$ cat src/sv/hrx_pkg.sv
`timescale 1ns / 1ps
`default_nettype none

package hrx_pkg;

    localparam int unsigned HRX_ADDR_W = 3;
    localparam int unsigned HRX_DATA_W = 32;
    localparam int unsigned HRX_NUM_FIELDS = 8;

    localparam logic [15:0] ENQ_TIMEOUT_RST  = 16'd20000;
    localparam logic [15:0] BYTE_TIMEOUT_RST = 16'd5000;

    localparam logic [7:0]  ENQ_BYTE   = 8'h05;
    localparam logic [7:0]  SIG_BYTE   = 8'h6F;
    localparam logic [15:0] CRC_POLY   = 16'h1021;
    localparam logic [6:0]  CRC_LEN    = 7'd126;
    localparam logic [6:0]  LAST_INDEX = 7'd127;

    // register index as decoded from paddr[2]
    typedef enum logic {
        REG_ENQ_TIMEOUT  = 1'b0,
        REG_BYTE_TIMEOUT = 1'b1
    } reg_idx_t;

    typedef enum logic [2:0] {
        ST_OK           = 3'd0,
        ST_TIMEOUT      = 3'd1,
        ST_CARRIER_LOST = 3'd2,
        ST_BAD_SIGNAL   = 3'd3,
        ST_BAD_CRC      = 3'd4
    } status_t;

    // fields: zone, net, node, point, capabilities, product, version, serial
    typedef struct packed {
        status_t          status;
        logic [7:0][15:0] fields;
    } hrx_res_t;

    typedef struct packed {
        logic [15:0] enq_timeout;
        logic [15:0] byte_timeout;
    } hrx_cfg_t;

    function automatic logic [15:0] crc16_byte(input logic [15:0] crc_in,
                                               input logic [7:0]  data);
        logic [15:0] crc;
        crc = crc_in ^ {data, 8'h00};
        for (int k = 0; k < 8; k++) begin
            if (crc[15]) begin
                crc = {crc[14:0], 1'b0} ^ CRC_POLY;
            end else begin
                crc = {crc[14:0], 1'b0};
            end
        end
        return crc;
    endfunction

endpackage

`default_nettype wire

$ cat src/sv/hrx_cfg.sv
`timescale 1ns / 1ps
`default_nettype none

module hrx_cfg (
    input  wire logic                          aclk,
    input  wire logic                          aresetn,
    input  wire logic                          psel,
    input  wire logic                          penable,
    input  wire logic                          pwrite,
    input  wire logic [hrx_pkg::HRX_ADDR_W-1:0] paddr,
    input  wire logic [hrx_pkg::HRX_DATA_W-1:0] pwdata,
    output logic      [hrx_pkg::HRX_DATA_W-1:0] prdata,
    output logic                               pready,
    output hrx_pkg::hrx_cfg_t                  cfg
);
    import hrx_pkg::*;

    logic [15:0] enq_timeout_reg;
    logic [15:0] byte_timeout_reg;
    logic        wr_en;
    reg_idx_t    idx;

    assign pready = 1'b1;
    assign wr_en  = psel && penable && pwrite;
    assign idx    = reg_idx_t'(paddr[2]);

    always_ff @(posedge aclk) begin
        if (!aresetn) begin
            enq_timeout_reg  <= ENQ_TIMEOUT_RST;
            byte_timeout_reg <= BYTE_TIMEOUT_RST;
        end else if (wr_en) begin
            case (idx)
                REG_ENQ_TIMEOUT:  enq_timeout_reg  <= pwdata[15:0];
                REG_BYTE_TIMEOUT: byte_timeout_reg <= pwdata[15:0];
                default: ;
            endcase
        end
    end

    always_comb begin
        case (idx)
            REG_ENQ_TIMEOUT:  prdata = {{(HRX_DATA_W-16){1'b0}}, enq_timeout_reg};
            REG_BYTE_TIMEOUT: prdata = {{(HRX_DATA_W-16){1'b0}}, byte_timeout_reg};
            default:          prdata = '0;
        endcase
    end

    assign cfg.enq_timeout  = enq_timeout_reg;
    assign cfg.byte_timeout = byte_timeout_reg;

endmodule

`default_nettype wire

$ cat src/sv/hrx_core.sv
`timescale 1ns / 1ps
`default_nettype none

module hrx_core (
    input  wire logic              aclk,
    input  wire logic              aresetn,
    input  wire logic              step,
    input  wire logic              req_type,
    input  wire logic [7:0]        data_byte,
    input  wire logic              carrier_detect,
    input  hrx_pkg::hrx_cfg_t      cfg,
    output logic                   res_valid,
    output hrx_pkg::hrx_res_t      res
);
    import hrx_pkg::*;

    logic             in_body_reg,    in_body_next;
    logic [6:0]       byte_index_reg, byte_index_next;
    logic [15:0]      crc_reg,        crc_next;
    logic [15:0]      idle_reg,       idle_next;
    logic             sig_ok_reg,     sig_ok_next;
    logic [7:0][15:0] cap_reg,        cap_next;
    logic [7:0]       crc_lo_reg,     crc_lo_next;

    logic [15:0] idle_inc;
    logic [15:0] limit;
    logic        slot_hit;
    logic [2:0]  slot;

    // pair number to capture slot
    always_comb begin
        slot_hit = 1'b1;
        case (byte_index_reg[6:1])
            6'd14:   slot = 3'd0;
            6'd15:   slot = 3'd1;
            6'd16:   slot = 3'd2;
            6'd17:   slot = 3'd3;
            6'd26:   slot = 3'd4;
            6'd2:    slot = 3'd5;
            6'd1:    slot = 3'd6;
            6'd3:    slot = 3'd7;
            default: begin
                slot     = 3'd0;
                slot_hit = 1'b0;
            end
        endcase
    end

    always_comb begin
        limit = in_body_reg ? cfg.byte_timeout : cfg.enq_timeout;
        if (limit == 16'd0) begin
            limit = 16'd1;
        end
        idle_inc = (idle_reg == 16'hFFFF) ? idle_reg : idle_reg + 16'd1;
    end

    always_comb begin
        in_body_next    = in_body_reg;
        byte_index_next = byte_index_reg;
        crc_next        = crc_reg;
        idle_next       = idle_reg;
        sig_ok_next     = sig_ok_reg;
        cap_next        = cap_reg;
        crc_lo_next     = crc_lo_reg;
        res_valid       = 1'b0;
        res.status      = ST_OK;
        res.fields      = '0;

        if (req_type) begin
            idle_next = idle_inc;
            if (idle_inc >= limit) begin
                in_body_next    = 1'b0;
                byte_index_next = '0;
                crc_next        = '0;
                idle_next       = '0;
                sig_ok_next     = 1'b1;
                res_valid       = 1'b1;
                res.status      = ST_TIMEOUT;
            end
        end else begin
            idle_next = '0;
            if (!in_body_reg) begin
                if (data_byte == ENQ_BYTE) begin
                    in_body_next    = 1'b1;
                    byte_index_next = '0;
                    crc_next        = '0;
                    sig_ok_next     = 1'b1;
                end else if (!carrier_detect) begin
                    res_valid  = 1'b1;
                    res.status = ST_CARRIER_LOST;
                end
            end else begin
                if (byte_index_reg < CRC_LEN) begin
                    crc_next = crc16_byte(crc_reg, data_byte);
                end
                if (byte_index_reg[6:1] == 6'd0 && data_byte != SIG_BYTE) begin
                    sig_ok_next = 1'b0;
                end
                if (slot_hit) begin
                    if (!byte_index_reg[0]) begin
                        cap_next[slot] = {8'h00, data_byte};
                    end else begin
                        cap_next[slot] = {data_byte, cap_reg[slot][7:0]};
                    end
                end
                if (byte_index_reg == CRC_LEN) begin
                    crc_lo_next = data_byte;
                end
                if (byte_index_reg == LAST_INDEX) begin
                    res_valid  = 1'b1;
                    res.fields = cap_reg;
                    if (!sig_ok_reg) begin
                        res.status = ST_BAD_SIGNAL;
                    end else if ({data_byte, crc_lo_reg} != crc_reg) begin
                        res.status = ST_BAD_CRC;
                    end else begin
                        res.status = ST_OK;
                    end
                    in_body_next    = 1'b0;
                    byte_index_next = '0;
                    crc_next        = '0;
                    sig_ok_next     = 1'b1;
                end else begin
                    byte_index_next = byte_index_reg + 7'd1;
                end
            end
        end

        if (!step) begin
            res_valid = 1'b0;
        end
    end

    always_ff @(posedge aclk) begin
        if (!aresetn) begin
            in_body_reg    <= 1'b0;
            byte_index_reg <= '0;
            crc_reg        <= '0;
            idle_reg       <= '0;
            sig_ok_reg     <= 1'b1;
        end else if (step) begin
            in_body_reg    <= in_body_next;
            byte_index_reg <= byte_index_next;
            crc_reg        <= crc_next;
            idle_reg       <= idle_next;
            sig_ok_reg     <= sig_ok_next;
        end
    end

    // captured packet fields, no reset needed
    always_ff @(posedge aclk) begin
        if (step) begin
            cap_reg    <= cap_next;
            crc_lo_reg <= crc_lo_next;
        end
    end

endmodule

`default_nettype wire

$ cat src/sv/hello_packet_receiver_crc_check.sv
`timescale 1ns / 1ps
`default_nettype none
// throughput: one word per cycle while m_ready does not stall the result
// register, set by the combinational byte crc update between the input
// register and the result register
// reset: synchronous, active low; clears the hunt state, the word valid flags
// and restores the timeout registers to 20000 and 5000

module hello_packet_receiver_crc_check (
    input  wire logic                           aclk,
    input  wire logic                           aresetn,
    input  wire logic                           s_valid,
    output logic                                s_ready,
    input  wire logic                           s_req_type,
    input  wire logic [7:0]                     s_data_byte,
    input  wire logic                           s_carrier_detect,
    output logic                                m_valid,
    input  wire logic                           m_ready,
    output logic      [2:0]                     m_status,
    output logic      [15:0]                    m_remote_zone,
    output logic      [15:0]                    m_remote_net,
    output logic      [15:0]                    m_remote_node,
    output logic      [15:0]                    m_remote_point,
    output logic      [15:0]                    m_capabilities,
    output logic      [15:0]                    m_product_code,
    output logic      [15:0]                    m_hello_version,
    output logic      [15:0]                    m_serial_number,
    input  wire logic                           psel,
    input  wire logic                           penable,
    input  wire logic                           pwrite,
    input  wire logic [hrx_pkg::HRX_ADDR_W-1:0] paddr,
    input  wire logic [hrx_pkg::HRX_DATA_W-1:0] pwdata,
    output logic      [hrx_pkg::HRX_DATA_W-1:0] prdata,
    output logic                                pready
);
    import hrx_pkg::*;

    logic       in_valid_reg;
    logic       in_req_reg;
    logic [7:0] in_byte_reg;
    logic       in_cd_reg;
    logic       out_valid_reg;
    hrx_res_t   out_reg;

    logic       step;
    logic       res_valid;
    hrx_res_t   res;
    hrx_cfg_t   cfg;

    // the input word moves on whenever the result register is free or draining
    assign step    = in_valid_reg && (!out_valid_reg || m_ready);
    assign s_ready = !in_valid_reg || step;

    always_ff @(posedge aclk) begin
        if (!aresetn) begin
            in_valid_reg <= 1'b0;
        end else if (s_ready) begin
            in_valid_reg <= s_valid;
        end
    end

    always_ff @(posedge aclk) begin
        if (s_valid && s_ready) begin
            in_req_reg  <= s_req_type;
            in_byte_reg <= s_data_byte;
            in_cd_reg   <= s_carrier_detect;
        end
    end

    hrx_cfg u_cfg (
        .aclk    (aclk),
        .aresetn (aresetn),
        .psel    (psel),
        .penable (penable),
        .pwrite  (pwrite),
        .paddr   (paddr),
        .pwdata  (pwdata),
        .prdata  (prdata),
        .pready  (pready),
        .cfg     (cfg)
    );

    hrx_core u_core (
        .aclk           (aclk),
        .aresetn        (aresetn),
        .step           (step),
        .req_type       (in_req_reg),
        .data_byte      (in_byte_reg),
        .carrier_detect (in_cd_reg),
        .cfg            (cfg),
        .res_valid      (res_valid),
        .res            (res)
    );

    always_ff @(posedge aclk) begin
        if (!aresetn) begin
            out_valid_reg <= 1'b0;
        end else if (!out_valid_reg || m_ready) begin
            out_valid_reg <= res_valid;
        end
    end

    always_ff @(posedge aclk) begin
        if (res_valid) begin
            out_reg <= res;
        end
    end

    assign m_valid         = out_valid_reg;
    assign m_status        = out_reg.status;
    assign m_remote_zone   = out_reg.fields[0];
    assign m_remote_net    = out_reg.fields[1];
    assign m_remote_node   = out_reg.fields[2];
    assign m_remote_point  = out_reg.fields[3];
    assign m_capabilities  = out_reg.fields[4];
    assign m_product_code  = out_reg.fields[5];
    assign m_hello_version = out_reg.fields[6];
    assign m_serial_number = out_reg.fields[7];

    a_status_range: assert property (@(posedge aclk) disable iff (!aresetn)
        m_valid |-> (m_status <= ST_BAD_CRC))
        else $error("result status out of range");

    a_no_fields_on_abort: assert property (@(posedge aclk) disable iff (!aresetn)
        (m_valid && (m_status == ST_TIMEOUT || m_status == ST_CARRIER_LOST)) |->
        (m_remote_zone == 16'd0 && m_remote_net == 16'd0 && m_serial_number == 16'd0
         && m_capabilities == 16'd0))
        else $error("aborted result carries packet fields");

    a_input_held: assert property (@(posedge aclk) disable iff (!aresetn)
        (in_valid_reg && !step) |=> (in_valid_reg && $stable(in_byte_reg)))
        else $error("input word lost while stalled");

    a_no_overwrite: assert property (@(posedge aclk) disable iff (!aresetn)
        (out_valid_reg && !m_ready) |-> !step)
        else $error("result register overwritten while held");

endmodule

`default_nettype wire
$ cat config.mk
export PLATFORM = sky130hd
export DESIGN_NAME = hello_packet_receiver_crc_check
export DESIGN_NICKNAME = d
export VERILOG_FILES = /design/src/sv/hrx_pkg.sv /design/src/sv/hrx_cfg.sv /design/src/sv/hrx_core.sv /design/src/sv/hello_packet_receiver_crc_check.sv
export SDC_FILE = /design/constraint.sdc
export NUM_CORES = 1
export LEC_CHECK = 0
export BUFFER_PORTS_ARGS = -buffer_cell sky130_fd_sc_hd__buf_2
export CELL_PAD_IN_SITES_DETAIL_PLACEMENT = 1
export CELL_PAD_IN_SITES_GLOBAL_PLACEMENT = 1
export CORE_MARGIN = 5
export CORE_UTILIZATION = 45
export DETAILED_ROUTE_END_ITERATION = 8
export PLACE_DENSITY_LB_ADDON = 0.05
export SLEW_MARGIN = 25
export SYNTH_ARGS = -nofsm -noshare
export SYNTH_HDL_FRONTEND = slang
export SYNTH_SLANG_ARGS = --single-unit
export TNS_END_PERCENT = 10
$ cat constraint.sdc
create_clock -name aclk -period 10.8 [get_ports aclk]
set_input_delay 1.08 -clock aclk [delete_from_list [all_inputs] [get_ports aclk]]
set_output_delay 1.08 -clock aclk [all_outputs]
set_load 0.05 [all_outputs]
* Yosys cells after proc, flatten, opt, wreduce, memory -nomap -nowiden *
Cells that the tools add are included.

operators by class
  add/sub/neg operators = 2
  multiply operators = 0
  divide/modulo/power cells = 0
  $lt $le $gt $ge = 4
  eq/ne operators = 17
  shifts and indexed selects = 0
  muxes and demuxes = 81
  bitwise logic cells = 13
  reduce and logical (&&, ||, !) cells = 23

operators with widths
  cell                                                  number
  two-way mux 16 bit                                    33
  bitwise mux 128 bit                                   2
  two-way mux 131 bit                                   1
  two-way mux 128 bit                                   1
  two-way mux 13 bit                                    8
  one-hot mux 32 bit (2 select lines)                   1
  binary-select mux 16 bit (select 3 bit)               1
  demux 16 bit (select 3 bit)                           1
  two-way mux 7 bit                                     5
  NOT 3 bit                                             8
  one-hot mux 3 bit (7 select lines)                    1
  two-way mux 1 bit                                     20
  equality test 6 x 5 -> 1 bit (second input constant)  3
  adder 16 x 1 -> 16 bit (second input constant)        1
  equality test 16 bit (second input constant)          1
  greater-or-equal comparator 16 bit                    1
  zero test 16 bit                                      1
  != test 16 bit                                        1
  AND reduction 4 bit                                   4
  bitwise XOR 16 bit                                    1
  two-way mux 3 bit                                     5
  equality test 7 bit (second input constant)           2
  equality test 6 x 2 -> 1 bit (second input constant)  2
  equality test 6 x 4 -> 1 bit (second input constant)  2
  21 further kinds                                      34

storage, ports and cells
  register bits = 352
  latch bits = 0
  RAM bits = 0
  ROM bits = 0
  output and inout port bits = 166
  memories = 0

* Longest topological paths before layout *
Gate-level depths: netlist (run 1).

  depth after elaboration = 42
  gate-level depth with buffers = 16

* Cells and area by module *
Synthesis (run 1) repeated with hierarchy kept, for this count alone.

second synthesis, totals
  cell total of the unflattened synthesis = 1285
  area, all modules = 15671.3 um2

by module, submodules not included
  module                           instances  cells an instance  area each (um2)
  hrx_core                         1          966                9703.1
  hello_packet_receiver_crc_check  1          150                4337.9
  hrx_cfg                          1          169                1630.3

* Worst setup path after synthesis (run 1) *
OpenSTA, ideal clock, no wires.

  kind = register to register
  start point = register u_core.idle_reg[0]
  end point = register out_reg (netlist bit m_capabilities[0]), enable pin
  library setup time = 623 ps
  arrival = 8797 ps
  slack = 1380 ps
  cell stages (with the launch flop) = 17
  buffers on the path = 3
  cell sequence = dfxtp_1 ha_1 inv_1 or3_1 clkbuf_1 or2_2 clkbuf_1 nand4_1 xnor2_1 ha_1 nand4_1 or4_1 a31oi_1 a211o_1 clkbuf_1 o21ai_0 nor2_1

on the way
  cells in the longest elaborated chain, start to end = 6

RTL lines
  item                                                                   line                                    RTL
  start, declared                                                        hrx_core.sv:20                          logic [15:0] idle_reg, idle_next;
  start signal, assigned                                                 hrx_core.sv:145                         idle_reg <= idle_next;
  adder 16 x 1 -> 16 bit / equality test 16 bit (equally long branches)  hrx_core.sv:54                          idle_inc = (idle_reg == 16'hFFFF) ? idle_reg : idle_reg + 16'd1;
  two-way mux 16 bit (*)                                                 hrx_core.sv:54
  greater-or-equal comparator 16 bit (*)                                 hrx_core.sv:71                          if (idle_inc >= limit) begin
  two-way mux 1 bit (*)                                                  hrx_core.sv:71
  two-way mux 1 bit (*)                                                  hrx_core.sv:69                          if (req_type) begin
  two-way mux 1 bit (*)                                                  hrx_core.sv:129                         if (!step) begin
  named net res_valid                                                    hello_packet_receiver_crc_check.sv:46   logic res_valid;
  end signal, assigned                                                   hello_packet_receiver_crc_check.sv:105  out_reg <= res;
  end, declared                                                          hello_packet_receiver_crc_check.sv:43   hrx_res_t out_reg;

The timed path passes the listed nets; every way through them passes the cells marked *.
A chain may end at the register's enable or synchronous reset.

* Worst setup path after layout (run 1) *
  start point = register u_core.idle_reg[0]
  end point = register out_reg (netlist bit m_product_code[6]), enable pin

Same word-level chain as after synthesis.

==> results.toml, run 1 <==
[outcome]
status = "finished clean"

[cts]
cts-resized-gates = 0
htree_levels = 2
clockRootBuffer = "clkbuf_16"
cts_sinks = 352
postCtsSetupBuffers = 0
clk_path_buf_depth = 3
ctsHoldBuffers = 0
clock_latency_ps = 530
clk_pin_slew_ps = 60
numCtsBuffers = 39
cts_tree = "done"

[worst_setup_path]
path_buf_inv = 3
crit_path_end_kind = "flip-flop"
required_ps = 10960
cp_top_family = "simple AND/OR/NAND/NOR gates"
critPathMaxStageDelay_ps = 740
worstPathMaxFanout = 66
critical_path_arrival_ps = 6050
critPathLaunchType = "flip-flop"
crit_type = "flip-flop to flip-flop"
cpMaxStageDelayCell = "buf_4"
crit_chain = "ha_1, inv_1, or3_1, or2_2, nand4_1, xnor2_1, ha_1, nand4_1, or4_1, a31oi_1, a211o_1, o21ai_0, nor2_4, buf_4, buf_4"

[floorplan]
die_w_um = 196
design.core.area_um2 = 34300
ioPinCount = 218
rows = 68
die-area_um2 = 38300
die_h_um = 196
start_util = 0.452

[logic_synthesis]
synthCells = 1300
ys_seq_area_frac = 0.633
synthFlopType = "edfxtp_1"
synth-edff-count = 277
synth_top_family_by_area = "simple AND/OR/NAND/NOR gates"
synth_top_area_share = 0.536
synth_cell_type_count = 68
synthSimpleGateAreaFrac = 0.185
synthArstFlopShare = 0
yosys_warnings = 0
synth_xor_area_frac = 0.0260
avgSynthCellArea_um2 = 11.9
synth_area_leaders = "edfxtp_1 (54%), dfxtp_1 (9.7%), and2_1 (5.4%), nand2_1 (3.1%), nor2_1 (2.3%)"
synthMuxAreaShare = 0.0373
synthAdderAreaFrac = 0.0153
synth_compound_area_frac = 0.0699
synth.largest_area_cell = "edfxtp_1"
synth_area_um2 = 15500
synth-seq-cells = 352

[power_and_ir_drop]
ir_worst_vdd_uv = 104
finalPower_uw = 2960
p_leak_uw = 0.00748
p_per_area_nw_per_um2 = 163

[placed_design]
io_buffers = 182
gp_congestion = 0.822
numPlacedInstances = 1880
dp_hpwl_um = 27500

[sta]
slew_violations = 0
hold_viol_final = 0
timing.fmax_mhz = 170
relSlewSlack = 0.312
setup-violations-final = 0
fin_setup_tns_ps = 0
skew_ps = 11.4
tightest_slew_ps = 1030
fin_crit_ps = 5890
period_share = 0.545
rsz0062_at_grt = "false"

[routing]
wl_per_cell_um = 20.8
first_pass_iters = 5
num_vias = 10500
wl_met2_um = 19500
drt_wl_total_um = 40500
dr_wl_met3_um = 2360
route.detailed.drc = 0
ant_nets = 0
initialDrtViolationCount = 691
viasPerCell = 5.37
top_layer = "met4"
wl_met1_um = 17900

[cells_and_area]
syn2layout_area_growth_pct = 17.0
stdcell_count = 1952
fill_cells = 3648
regArea_um2 = 9820
multi_input_area_um2 = 5280
fin_nets = 1537
drive_above_1_share = 0.209
largest_register_ffs = 128

[run]
maxCapViolations = 0

[global_routing]
grt_pass1_wl_um = 62900
antenna_found_initial = 2
grt_pass1_vias = 10800
grt_max_degree = 67
grt_usage = 0.209
grt.overflow.total = 0

[min_path]
worstHoldPathType = "flip-flop to flip-flop"
==> kinds of logic (layout without fill, tap and decap cells) <==
kind of cell / count (synthesis) / after routing
other cells: 2 / 18
buf+inv: 111 / 292
flops: 352 / 352
xor+xnor: 46 / 46
mux: 55 / 55
fa+ha+maj: 19 / 19
simple gates: 561 / 561
compound gates: 154 / 154
==> layer usage <==
layer  vias up  global-route usage
li1       4980                   -
met1      5157               0.286
met2       289               0.351
met3        53              0.0345
met4         0              0.0471
met5         -                   0
==> layout by cell type (no fill, tap or decap), types with 19 or more instances in the layout <==
cell type,n
edfxtp_1,277
buf_2,182
and2_1,135
nand2_1,130
nor2_1,93
dfxtp_1,75
nand3_1,46
nor3_1,46
a21oi_1,45
and3_1,43
clkbuf_16,41
mux2i_1,33
xor2_1,26
o21ai_0,25
buf_4,23
mux2_2,22
xnor2_1,20
ha_1,19
==> cell usage after synthesis, types with 3 or more instances <==
cell type	number
nor3_1	46
inv_1	10
and4_1	4
a31oi_1	13
xor2_1	26
o21a_1	6
or2_2	4
o21ai_0	25
a2bb2oi_2	3
buf_1	6
mux2_2	22
a41oi_1	5
a211oi_1	5
nor3b_1	3
o211ai_1	6
buf_4	18
nand4_1	13
ha_1	19
o32ai_1	3
nand2_1	130
or4_1	3
or3_1	5
mux2i_1	33
a21oi_1	45
a221oi_1	3
and2_1	135
buf_2	6
nor2_1	96
nor2b_1	5
a22o_1	12
a32oi_2	5
nor4_1	6
xnor2_1	20
clkinv_1	5
edfxtp_1	277
nand2b_1	11
and3_1	43
clkbuf_1	63
dfxtp_1	75
nand3_1	46
a22oi_1	5
a31o_2	3
==> stage by stage <==
step,setup WS [ps],instance area [um2],hold WS (ps),util
final,4910,18200,465,0.529
after floorplan,1380,15600,439,-
after CTS,4830,18100,471,0.529
after detailed placement,4840,16800,463,0.491
after global placement,4910,16800,452,0.490
after global routing,4430,18100,484,0.529
==> layout make-up <==
class | count | area share
Sequential cell | 352 | 0.541
Inverter | 15 | 0.00310
Timing Repair Buffer | 206 | 0.0608
Antenna cell | 1 | 0.000138
Clock inverter | 20 | 0.0121
Tap cell | 455 | 0.0314
Multi-Input combinational cell | 852 | 0.291
Clock buffer | 51 | 0.0608
==> report_power, final <==
| group | total, uW | internal, uW | switching, uW |
|---|---|---|---|
| clock | 1360 | 838 | 521 |
| sequential | 1470 | 1460 | 13.9 |
| combinational | 125 | 34.2 | 91.3 |
==> worst paths after layout <==
kind | cells after the start | from | slack (ps) | to
worst min register to register | 2 | u_cfg.byte_timeout_reg[1]$_SDFFE_PN0P_ | 470 | u_cfg.byte_timeout_reg[1]$_SDFFE_PN0P_
worst max register to register | 15 | u_core.idle_reg[0]$_SDFFE_PN0P_ | 4910 | m_product_code[6]$_SDFFCE_PP0P_
worst max-delay path | 15 | u_core.idle_reg[0]$_SDFFE_PN0P_ | 4910 | m_product_code[6]$_SDFFCE_PP0P_
worst min-delay path | 2 | u_cfg.byte_timeout_reg[1]$_SDFFE_PN0P_ | 470 | u_cfg.byte_timeout_reg[1]$_SDFFE_PN0P_
==> worst min-delay path, delay by kind of cell, from the launching register on <==
family,cells,cell delay (ps)
DFF,1,310
and+or+nand+nor,1,50
AOI/OAI and AO/OA,1,50
No activity file was read; power rests on OpenSTA's default activity.
==> inputs of run 2 (changes only) <==
Settings changed: ABC_AREA set to 1, CORE_UTILIZATION 45 to 40.
Clock period 10.8 ns to 4.8 ns, I/O delays scaled along.
==> results.toml, run 2 <==
[cts]
clockRootBuffer = "clkbuf_16"
clk_path_buf_depth = 3
htree_levels = 2
cts_sinks = 352
postCtsSetupBuffers = 0
clock_latency_ps = 550
ctsHoldBuffers = 0
clk_pin_slew_ps = 60
numCtsBuffers = 40
cts_tree = "done"
cts-resized-gates = 0

[worst_setup_path]
crit_path_end_kind = "flip-flop"
worstPathMaxFanout = 103
required_ps = 4980
crit_type = "flip-flop to flip-flop"
critPathLaunchType = "flip-flop"
critical_path_arrival_ps = 4060
crit_chain = "ha_1, nand2_1, nor2_2, nand2_1, nor2_1, inv_1, nor2_1, nor2_1, ha_1, a21oi_1, o21ai_0, nand2_1, nand2_1, nand2_1, nand2_1, nand3_1, clkinvlp_4, buf_12"
crit_top_cell = "nand2_1"
critPathMaxStageDelay_ps = 390
rrSetupSlack_ps = 910
cpMaxStageDelayCell = "dfxtp_1"

[cells_and_area]
final_common_cell = "nand2_1"
stdcell_count = 2492
antenna_cells = 0
drive_above_1_share = 0.186
fill_cells = 4646
syn2layout_area_growth_pct = 16.0
layout_common_cells = "nand2_1 (382), nor2_1 (305), edfxtp_1 (277)"
largest_register_ffs = 128
fin_nets = 2008

[logic_synthesis]
synth_most_common_cell = "nand2_1"
synthFlopType = "edfxtp_1"
yosys-top-cells-count = "nand2_1 (382), nor2_1 (307), edfxtp_1 (277), inv_1 (220), nand3_1 (119)"
synth-edff-count = 277
synth.largest_area_cell = "edfxtp_1"
ys_seq_area_frac = 0.604
synth_area_leaders = "edfxtp_1 (51%), dfxtp_1 (9.2%), nand2_1 (8.8%), nor2_1 (7.1%), inv_1 (5.1%)"
synth_top_area_share = 0.511
synth-seq-cells = 352
synth_cell_type_count = 39
synth_area_um2 = 16300
yosys_warnings = 0
synthCells = 1753
avgSynthCellArea_um2 = 9.28
synthArstFlopShare = 0

[global_routing]
grt.overflow.total = 0
grt_pass1_wl_um = 70500
grt_max_degree = 104
grt_usage = 0.199
grt_pass1_vias = 12600
antenna_found_initial = 0

[placed_design]
pre_cts_ws_ps = 930
gp_congestion = 0.812
dp_hpwl_um = 30800
numPlacedInstances = 2420
io_buffers = 182

[sta]
whs_ps = 111
slew_violations = 0
relSlewSlack = 0.362
fin_crit_ps = 3890
timing.fmax_mhz = 257
fin_setup_tns_ps = 0
period_share = 0.810
fin_ws_ps = 912
rsz0062_at_grt = "false"
setup-violations-final = 0
hold_viol_final = 0
tightest_slew_ps = 954
skew_ps = 10.0

[routing]
first_pass_iters = 4
route.detailed.drc = 0
num_vias = 12000
viasPerCell = 4.83
initialDrtViolationCount = 542
drt_wl_total_um = 44600
wl_per_cell_um = 17.9
ant_nets = 0

[floorplan]
ioPinCount = 218
design.core.area_um2 = 40000
start_util = 0.407
die-area_um2 = 44800
die_w_um = 212
die_h_um = 212
rows = 73

[power_and_ir_drop]
p_per_area_nw_per_um2 = 344
ir_worst_vdd_uv = 240
p_leak_uw = 0.00819

[run]
maxCapViolations = 0

[min_path]
worstHoldPathType = "input port to flip-flop"

[outcome]
status = "finished clean"
-- run 2: through the flow --
stage | utilization | total power [uW] | cell area [um2]
finish | 0.472 | 6500 | 18900
detailed placement | 0.441 | 3690 | 17700
CTS | 0.472 | 6580 | 18900
floorplan | - | 3600 | 16300
global route | 0.472 | 6740 | 18900
global placement | 0.441 | 3690 | 17700
-- run 2: power breakdown --
part	internal [uW]	switching (uW)	total [uW]
logic	68.7	249	318
clock network	1640	1230	2870
registers	3290	21.8	3310
total	5000	1500	6500
-- run 2: logic make-up after synthesis --
logic type	count (synthesis)	synth area share
and+or+nand+nor	945	0.255
DFF	352	0.604
buffers and inverters	314	0.0814
AOI/OAI and AO/OA	94	0.0301
xor gates and xnor gates	26	0.0140
adders and majority gates	19	0.0146
other	2	0.000462
muxes	1	0.000615
-- run 2: worst paths after layout --
check	start	to	cells past startpoint
hold reg to reg	u_core.idle_reg[3]$_SDFFE_PN0P_	u_core.idle_reg[3]$_SDFFE_PN0P_	2
hold / removal	s_data_byte[2]	in_byte_reg[2]$_DFFE_PP_	1
setup reg to reg	u_core.idle_reg[0]$_SDFFE_PN0P_	m_remote_point[3]$_SDFFCE_PP0P_	18
setup / recovery	u_core.idle_reg[0]$_SDFFE_PN0P_	m_remote_point[3]$_SDFFCE_PP0P_	18
-- run 2: critical path: cells and delay by family, from the launching register on --
family | cells | cell delay (ps)
simple gates | 11 | 1370
flops | 1 | 390
fa+ha+maj | 2 | 480
compound gates | 2 | 250
buf+inv | 3 | 790
-- run 2: layer usage --
| metal | track usage | part of all wire |
|---|---|---|
| met5 | 0 | 0 |
| met4 | 0.0489 | 0.018 |
| met3 | 0.0249 | 0.032 |
| met2 | 0.353 | 0.51 |
| met1 | 0.259 | 0.44 |
-- run 2: cell type report --
type | instances | area [um2] | share of cell area
well taps | 525 | 657 | 0.0348
clock buffers | 50 | 1070 | 0.0569
flip-flops and latches | 352 | 9820 | 0.520
clock inverters | 22 | 144 | 0.00762
multi-input cells | 1102 | 5200 | 0.276
repair buffers | 202 | 1070 | 0.0569
inverters | 239 | 903 | 0.0479
